==> config.mk <==
export PLATFORM = sky130hd
export DESIGN_NAME = mac_address_table_hash
export DESIGN_NICKNAME = d
export VERILOG_FILES = /design/src/sv/matbl_pkg.sv /design/src/sv/mac_address_table_hash.sv
export SDC_FILE = /design/constraint.sdc
export NUM_CORES = 2
export LEC_CHECK = 0
export ABC_CLOCK_PERIOD_IN_PS = 7800
export BUFFER_PORTS_ARGS = -buffer_cell sky130_fd_sc_hd__buf_2
export CAP_MARGIN = 20
export CELL_PAD_IN_SITES_DETAIL_PLACEMENT = 0
export CELL_PAD_IN_SITES_GLOBAL_PLACEMENT = 1
export CORE_ASPECT_RATIO = 0.8
export CORE_MARGIN = 2
export CORE_UTILIZATION = 45
export CTS_CLUSTER_DIAMETER = 30
export CTS_CLUSTER_SIZE = 8
export DETAILED_ROUTE_END_ITERATION = 12
export GPL_TIMING_DRIVEN = 0
export PLACE_DENSITY_LB_ADDON = 0.08
export SETUP_SLACK_MARGIN = 0.05
export SLEW_MARGIN = 20
export SYNTH_ARGS = -nofsm -noshare
export SYNTH_HDL_FRONTEND = slang
export SYNTH_SLANG_ARGS = --single-unit
==> constraint.sdc <==
create_clock -name clk -period 7.8 [get_ports clk]
set_clock_uncertainty 0.1 [all_clocks]
set_input_delay 0.78 -clock clk [delete_from_list [all_inputs] [get_ports clk]]
set_output_delay 0.78 -clock clk [all_outputs]
set_load 0.1 [all_outputs]
==> src/sv/matbl_pkg.sv <==
package matbl_pkg;

  // Field widths of a request and a result.
  localparam int KEY_W  = 48;
  localparam int PORT_W = 16;
  localparam int FUNC_W = 2;
  localparam int STAT_W = 2;

  // Default number of slots in the table.
  localparam int TABLE_SIZE_DEF = 32;

  // The key is folded into its home slot one byte per cycle, top byte first.
  localparam int FOLD_BITS  = 8;
  localparam int FOLD_STEPS = KEY_W / FOLD_BITS;
  localparam int STEP_W     = $clog2(FOLD_STEPS);

  // Request codes.
  localparam logic [FUNC_W-1:0] FN_INSERT = 2'd0;
  localparam logic [FUNC_W-1:0] FN_SEARCH = 2'd1;
  localparam logic [FUNC_W-1:0] FN_DELETE = 2'd2;

  // Result status codes.
  localparam logic [STAT_W-1:0] ST_OK   = 2'd0;
  localparam logic [STAT_W-1:0] ST_MISS = 2'd1;
  localparam logic [STAT_W-1:0] ST_FULL = 2'd2;

  // Slot states.
  typedef enum logic [1:0] {
    SLOT_EMPTY = 2'd0,
    SLOT_USED  = 2'd1,
    SLOT_GONE  = 2'd2
  } slot_state_t;

  // One table entry as it is held in the slot memory.
  typedef struct packed {
    logic [KEY_W-1:0]  key;
    logic [PORT_W-1:0] port;
    slot_state_t       st;
  } slot_t;

endpackage

==> src/sv/mac_address_table_hash.sv <==
// MAC address table: an open-addressing hash table that maps 48-bit MAC keys to 16-bit
// port numbers, held in one slot memory with a registered read. The home slot is the key
// modulo TABLE_SIZE and probing is linear with wrap-around. A request (insert, search or
// delete in in_tuser) is accepted in the idle state, its key is folded into its home slot
// a byte at a time, the slots are then probed with reads issued back to back, and the
// result is handed to the output register once that register is free or being taken.
// After reset the block sweeps the memory to mark every slot empty, one slot per cycle,
// and accepts no request during the sweep. The next request is accepted while an earlier
// result still waits to be taken.
module mac_address_table_hash
  import matbl_pkg::*;
#(
  parameter int TABLE_SIZE = TABLE_SIZE_DEF
) (
  input  logic                          clk,
  input  logic                          rst_n,
  // Request channel.
  input  logic                          in_tvalid,
  output logic                          in_tready,
  input  logic [KEY_W+PORT_W-1:0]       in_tdata,   // mac_key [47:0], port_value [63:48]
  input  logic [FUNC_W-1:0]             in_tuser,   // func [1:0]
  // Result channel.
  output logic                          out_tvalid,
  input  logic                          out_tready,
  output logic [PORT_W-1:0]             out_tdata,  // port_out [15:0]
  output logic [STAT_W-1:0]             out_tuser   // status [1:0]
);

  localparam int IDX_W = $clog2(TABLE_SIZE);
  localparam logic [IDX_W:0]   TBL_N    = (IDX_W+1)'(TABLE_SIZE);
  localparam logic [IDX_W-1:0] LAST_IDX = IDX_W'(TABLE_SIZE - 1);

  typedef enum logic [2:0] {
    S_CLEAR,
    S_IDLE,
    S_HASH,
    S_PROBE,
    S_DONE
  } state_t;

  state_t              state_r;
  logic [IDX_W-1:0]    clr_r;
  logic [STEP_W-1:0]   step_r;
  logic [FUNC_W-1:0]   func_r;
  logic [KEY_W-1:0]    key_r;
  logic [KEY_W-1:0]    shf_r;
  logic [PORT_W-1:0]   port_r;
  logic [IDX_W-1:0]    rem_r;
  logic [IDX_W-1:0]    cur_r;
  logic [IDX_W-1:0]    cnt_r;
  logic [STAT_W-1:0]   res_st_r;
  logic [PORT_W-1:0]   res_port_r;
  logic                out_tvalid_r;
  logic [STAT_W-1:0]   out_st_r;
  logic [PORT_W-1:0]   out_port_r;

  // Slot memory and its registered read word.
  slot_t               mem [TABLE_SIZE];
  slot_t               mem_q;

  logic [IDX_W-1:0]    rem_nxt;
  logic                hash_last;
  logic [IDX_W-1:0]    cur_nxt;
  logic                rd_en;
  logic [IDX_W-1:0]    rd_addr;
  logic                wr_en;
  logic [IDX_W-1:0]    wr_addr;
  slot_t               wr_data;
  logic                probe_end;
  logic                probe_wr;
  logic [STAT_W-1:0]   probe_st;
  logic [PORT_W-1:0]   probe_port;

  assign in_tready  = (state_r == S_IDLE);
  assign out_tvalid = out_tvalid_r;
  assign out_tdata  = out_port_r;
  assign out_tuser  = out_st_r;

  // Fold the next byte of the key into the running remainder, one bit per step.
  always_comb begin
    logic [IDX_W:0] t;
    rem_nxt = rem_r;
    for (int b = 0; b < FOLD_BITS; b++) begin
      t = {rem_nxt, shf_r[KEY_W-1-b]};
      if (t >= TBL_N) begin
        t = t - TBL_N;
      end
      rem_nxt = t[IDX_W-1:0];
    end
  end

  assign hash_last = (step_r == STEP_W'(FOLD_STEPS - 1));
  assign cur_nxt   = (cur_r == LAST_IDX) ? '0 : cur_r + 1'b1;

  // The next slot is read while the current one is being examined; nothing is
  // written until the probe ends, so these early reads are always safe.
  assign rd_en   = (state_r == S_PROBE) || (state_r == S_HASH && hash_last);
  assign rd_addr = (state_r == S_PROBE) ? cur_nxt : rem_nxt;

  // Examine the slot word that has just been read.
  always_comb begin
    logic is_empty;
    logic is_hit;
    logic is_last;
    is_empty   = (mem_q.st == SLOT_EMPTY);
    is_hit     = (mem_q.st == SLOT_USED) && (mem_q.key == key_r);
    is_last    = (cnt_r == LAST_IDX);
    probe_end  = 1'b0;
    probe_wr   = 1'b0;
    probe_st   = ST_MISS;
    probe_port = '0;
    case (func_r)
      FN_INSERT: begin
        if (mem_q.st != SLOT_USED) begin
          probe_end = 1'b1;
          probe_wr  = 1'b1;
          probe_st  = ST_OK;
        end else if (is_last) begin
          probe_end = 1'b1;
          probe_st  = ST_FULL;
        end
      end
      FN_SEARCH, FN_DELETE: begin
        if (is_empty) begin
          probe_end = 1'b1;
        end else if (is_hit) begin
          probe_end  = 1'b1;
          probe_wr   = (func_r == FN_DELETE);
          probe_st   = ST_OK;
          probe_port = mem_q.port;
        end else if (is_last) begin
          probe_end = 1'b1;
        end
      end
      default: begin
        probe_end = 1'b1;
      end
    endcase
  end

  // Write port: the clearing sweep after reset, or the slot update that ends a probe.
  always_comb begin
    wr_en   = 1'b0;
    wr_addr = cur_r;
    wr_data = mem_q;
    if (state_r == S_CLEAR) begin
      wr_en   = 1'b1;
      wr_addr = clr_r;
      wr_data = '{key: '0, port: '0, st: SLOT_EMPTY};
    end else if (state_r == S_PROBE && probe_wr) begin
      wr_en = 1'b1;
      if (func_r == FN_INSERT) begin
        wr_data = '{key: key_r, port: port_r, st: SLOT_USED};
      end else begin
        wr_data = '{key: mem_q.key, port: mem_q.port, st: SLOT_GONE};
      end
    end
  end

  // Slot memory.
  always_ff @(posedge clk) begin
    if (wr_en) begin
      mem[wr_addr] <= wr_data;
    end
  end

  always_ff @(posedge clk) begin
    if (rd_en) begin
      mem_q <= mem[rd_addr];
    end
  end

  // Request sequencer and output register.
  always_ff @(posedge clk) begin
    if (!rst_n) begin
      state_r      <= S_CLEAR;
      clr_r        <= '0;
      out_tvalid_r <= 1'b0;
    end else begin
      // A result that is taken leaves the output register empty, unless a new one
      // is loaded in the same cycle below.
      if (out_tvalid_r && out_tready && state_r != S_DONE) begin
        out_tvalid_r <= 1'b0;
      end
      case (state_r)
        S_CLEAR: begin
          clr_r <= clr_r + 1'b1;
          if (clr_r == LAST_IDX) begin
            state_r <= S_IDLE;
          end
        end
        S_IDLE: begin
          if (in_tvalid) begin
            func_r  <= in_tuser;
            key_r   <= in_tdata[KEY_W-1:0];
            shf_r   <= in_tdata[KEY_W-1:0];
            port_r  <= in_tdata[KEY_W+PORT_W-1:KEY_W];
            rem_r   <= '0;
            step_r  <= '0;
            if (in_tuser inside {FN_INSERT, FN_SEARCH, FN_DELETE}) begin
              state_r <= S_HASH;
            end else begin
              res_st_r   <= ST_MISS;
              res_port_r <= '0;
              state_r    <= S_DONE;
            end
          end
        end
        S_HASH: begin
          rem_r  <= rem_nxt;
          shf_r  <= shf_r << FOLD_BITS;
          step_r <= step_r + 1'b1;
          if (hash_last) begin
            cur_r   <= rem_nxt;
            cnt_r   <= '0;
            state_r <= S_PROBE;
          end
        end
        S_PROBE: begin
          if (probe_end) begin
            res_st_r   <= probe_st;
            res_port_r <= probe_port;
            state_r    <= S_DONE;
          end else begin
            cur_r <= cur_nxt;
            cnt_r <= cnt_r + 1'b1;
          end
        end
        S_DONE: begin
          if (!out_tvalid_r || out_tready) begin
            out_tvalid_r <= 1'b1;
            out_st_r     <= res_st_r;
            out_port_r   <= res_port_r;
            state_r      <= S_IDLE;
          end
        end
        default: begin
          state_r <= S_IDLE;
        end
      endcase
    end
  end

endmodule
==> summary.md <==
| Metric | Value |
|---|---|
| Gr usage total | `26.2%` |
| Nets@finish | `5654` |
| Synth Area in Adders | `0.154%` |
| Number of synthesized flops with an enable pin | `2323` |
| Clock Sink Count | `2332` |
| Vias | `49.1k` |
| Synthesized cell area | `89400 um^2` |
| CP delay by family, top | `buffers and inverters` |
| Synth Area in Compound Gates | `3.08%` |
| Length of routed wiring on met1 | `113000 um` |
| Initial drt markers | `5922` |
| Post-synth cell types | `62` |
| Starting Density | `45.2%` |
| Die W | `502 um` |
| Endpoints failing setup | `0` |
| H-tree levels | `5` |
| Post-CTS setup buffers | `0` |
| Via/cell ratio | `5.71` |
| Worst-Margin Slew | `1.20 ns` |
| Setup TNS Final | `0 ns` |
| Endpoint class of the critical path | `flip-flop` |
| Worst-Skew Late Latency | `0.97 ns` |
| VDD IR max | `0.246 mV` |
| Dpl cells | `7724` |
| Min Hold Slack | `0.0433 ns` |
| Simple-gate share of the synthesized area | `6.11%` |
| Clock slew at reported path FFs | `0.05 ns` |
| Slew Limit Headroom | `19.8%` |
| Crit-path max cell delay | `0.66 ns` |
| Layout cell share with drive strength beyond 1 | `26.3%` |
| Clock power frac | `57.3%` |
| Dpl hpwl | `184000 um` |
| CTS Buf Count | `466` |
| Slowest cell on the critical path | `buf_2` |
| Die area | `202000 um^2` |
| Max-cap violations | `0` |
| Synth-to-Final Area Change | `28.2%` |
| Final GP Congestion | `0.833` |
| Final worst-path cycle share | `75.0%` |
| Seq/Total Area, Yosys | `78.3%` |
| IO buf count | `89` |
| Top Layer Used | `met5` |
| Vias in the first global route | `49.2k` |
| CTS tree | `built` |
| Syn_area_per_cell | `18.8 um^2` |
| Syn Nets | `4843` |
| Final non-filler cell total | `8593` |
| Grt ovf | `0` |
| Most used DFF post-synth | `edfxtp_1` |
| Final Slew Violations | `0` |
| WL final | `263000 um` |
| Reg power frac | `41.7%` |
| Synth top cells by count | `edfxtp_1, nand2_1, mux4_2` |
| Yosys top cell area share | `78.1%` |
| Mux share of post-synthesis cell area | `10.5%` |
| First-pass GRT wire length | `373000 um` |
| Net Sw Frac | `19.4%` |
| Largest family of logic cells by synthesized area | `multiplexers` |
| Met3 routed wirelength | `20500 um` |
| Syn Inst Count | `4762` |
| Cell Int Power | `26700 uW` |
| # DRC | `0` |
| I/O pin count | `90` |
| Maximum net fanout on the critical path | `10` |
| Clk root buf | `clkbuf_16` |
| Top cells by area, synth | `edfxtp_1, mux4_2, nand2_1, nand3_1, o2111ai_1` |
| Largest net degree at the start of global routing | `41` |
| Hold Fails Final Rpt | `0` |
| Final instance area | `115000 um^2` |
| CP bufs+invs | `6` |
| Worst setup SP type | `flip-flop` |
| XOR/XNOR Fraction of Synth Area | `0.382%` |
| Final setup margin | `1.95 ns` |
| Chip Height | `403 um` |
| Ys Warns | `0` |
| Status | `complete, no violations` |
| PD cells | `289 nW/um^2` |
| Dpl ws | `2.05 ns` |
| Post-CTS sizing | `0` |
| Worst path required time | `8.25 ns` |
| Achievable Freq | `0.171 GHz` |
| Area leader, netlist | `edfxtp_1` |
| Drt pass-1 iters | `5` |
| Async set or reset register ratio after synthesis | `0%` |
| Critical path cell sequence | `clkbuf_1, and3_1, ha_1, nor2_1, mux2i_4, inv_2, buf_4, buf_6, nor2_4, buf_2, clkbuf_1, nand3_1, o2111ai_1, nand3_1` |
| Num rows | `146` |
| Setup CP Type | `flip-flop to flip-flop` |
| Clk buf depth | `4` |
| Combinational fraction of design power | `1.0%` |
| RSZ-0062 raised after global routing | `false` |
| Most common cell in the synthesized netlist | `edfxtp_1` |
| Sw power | `6430 uW` |
| Total core area | `198000 um^2` |
| Area after DPL | `99100 um^2` |
| Minimum clock period | `5.85 ns` |
| Wirelength per Cell | `30.6 um` |
| Seq cells post-synth | `2332` |
| Worst hold-check path type | `primary input to flip-flop` |
| Post-route ant nets | `0` |
| Hold_buf cts | `42` |
| Routed wl met2 | `121000 um` |
| Crit path DAT | `6.30 ns` |
| Initial antenna violation count | `14` |
| Leakage | `0.0385 uW` |
worst register-to-register path, delay by kind of cell, from the launching register on:
family          cells  cell delay (ns)
buf+inv             6             2.81
simple gates        5             1.43
mux                 1             0.40
flops               1             0.34
compound gates      1             0.22
fa+ha+maj           1             0.18
power by group through the flow:
stage	Combinational (uW)	Sequential [uW]	Clock (uW)
CTS	337	13800	19200
detailed placement	319	14000	0
finish	332	13800	19000
global route	347	13800	19900
global placement	236	14100	0
floorplan	114	14000	0
layout make-up:
type / instances / area, um^2
antenna: 5 / 12.5
buffer: 259 / 1100
clock buffer: 536 / 12000
clock inverter: 283 / 3030
fill: 14804 / 83100
inverter: 77 / 289
multi-input combinational: 2094 / 19200
sequential: 2332 / 69900
tap: 2664 / 3330
timing repair buffer: 343 / 5690
logic make-up (layout without fill, tap and decap cells):
family          Yosys count  after routing
buf+inv                 336           1498
fa+ha+maj                11             11
simple gates           1253           1253
mux                     456            456
xor+xnor                 39             39
flops                  2332           2332
other cells               0              5
compound gates          335            335
per-layer routing:
layer / up-vias / track usage (%)
met5: - / 0.836
li1: 20949 / -
met3: 410 / 5.84
met1: 25785 / 37.5
met2: 1908 / 39.9
met4: 2 / 8.40
state kept, by name, summed over array words and instances (netlist names), 3 cells and up:
| signal | flops |
|---|---|
| res_port_r | 16 |
| step_r | 3 |
| clr_r | 5 |
| key_r | 48 |
| cnt_r | 5 |
| cur_r | 5 |
| shf_r | 30 |
| mem | 2112 |
| out_tdata | 16 |
| mem_q | 66 |
| state_r | 3 |
| port_r | 16 |
through the flow:
| stage | util [%] | total power (uW) |
|---|---|---|
| 3_3_place_gp | 47.1 | 14300 |
| 2_1_floorplan | - | 14100 |
| 3_5_place_dp | 50.1 | 14300 |
| 6_report | 58.0 | 33100 |
| 4_1_cts | 57.9 | 33400 |
| 5_1_grt | 58.0 | 34000 |
cell usage in the layout, fill, tap and decap left out, drive strengths merged, types with 11 or more instances in the layout:
cell and count:
edfxtp 2323, nand2 737, clkbuf 709, buf 384, mux4 382, nand3 325
clkinv 191, o2111ai 121, inv 82, mux2i 69, a22o 62, bufinv 60
a221oi 59, nor2 59, dlygate4sd3 45, xnor2 34, and2 29, clkinvlp 27
nand4 25, a21oi 23, nand2b 19, and3 19, nor3 15, a31oi 12
ha 11, o21ai 11
final timing paths:
kind              slack (ns)  cells past startpoint            from             to
setup reg to reg        1.95                     14        cur_r[2]      mem_q[53]
hold / removal          0.04                      1    in_tdata[11]      key_r[11]
setup / recovery        1.95                     14        cur_r[2]      mem_q[53]
hold reg to reg         0.31                      0  res_port_r[10]  out_tdata[10]
No activity file was read; power rests on OpenSTA's default activity.
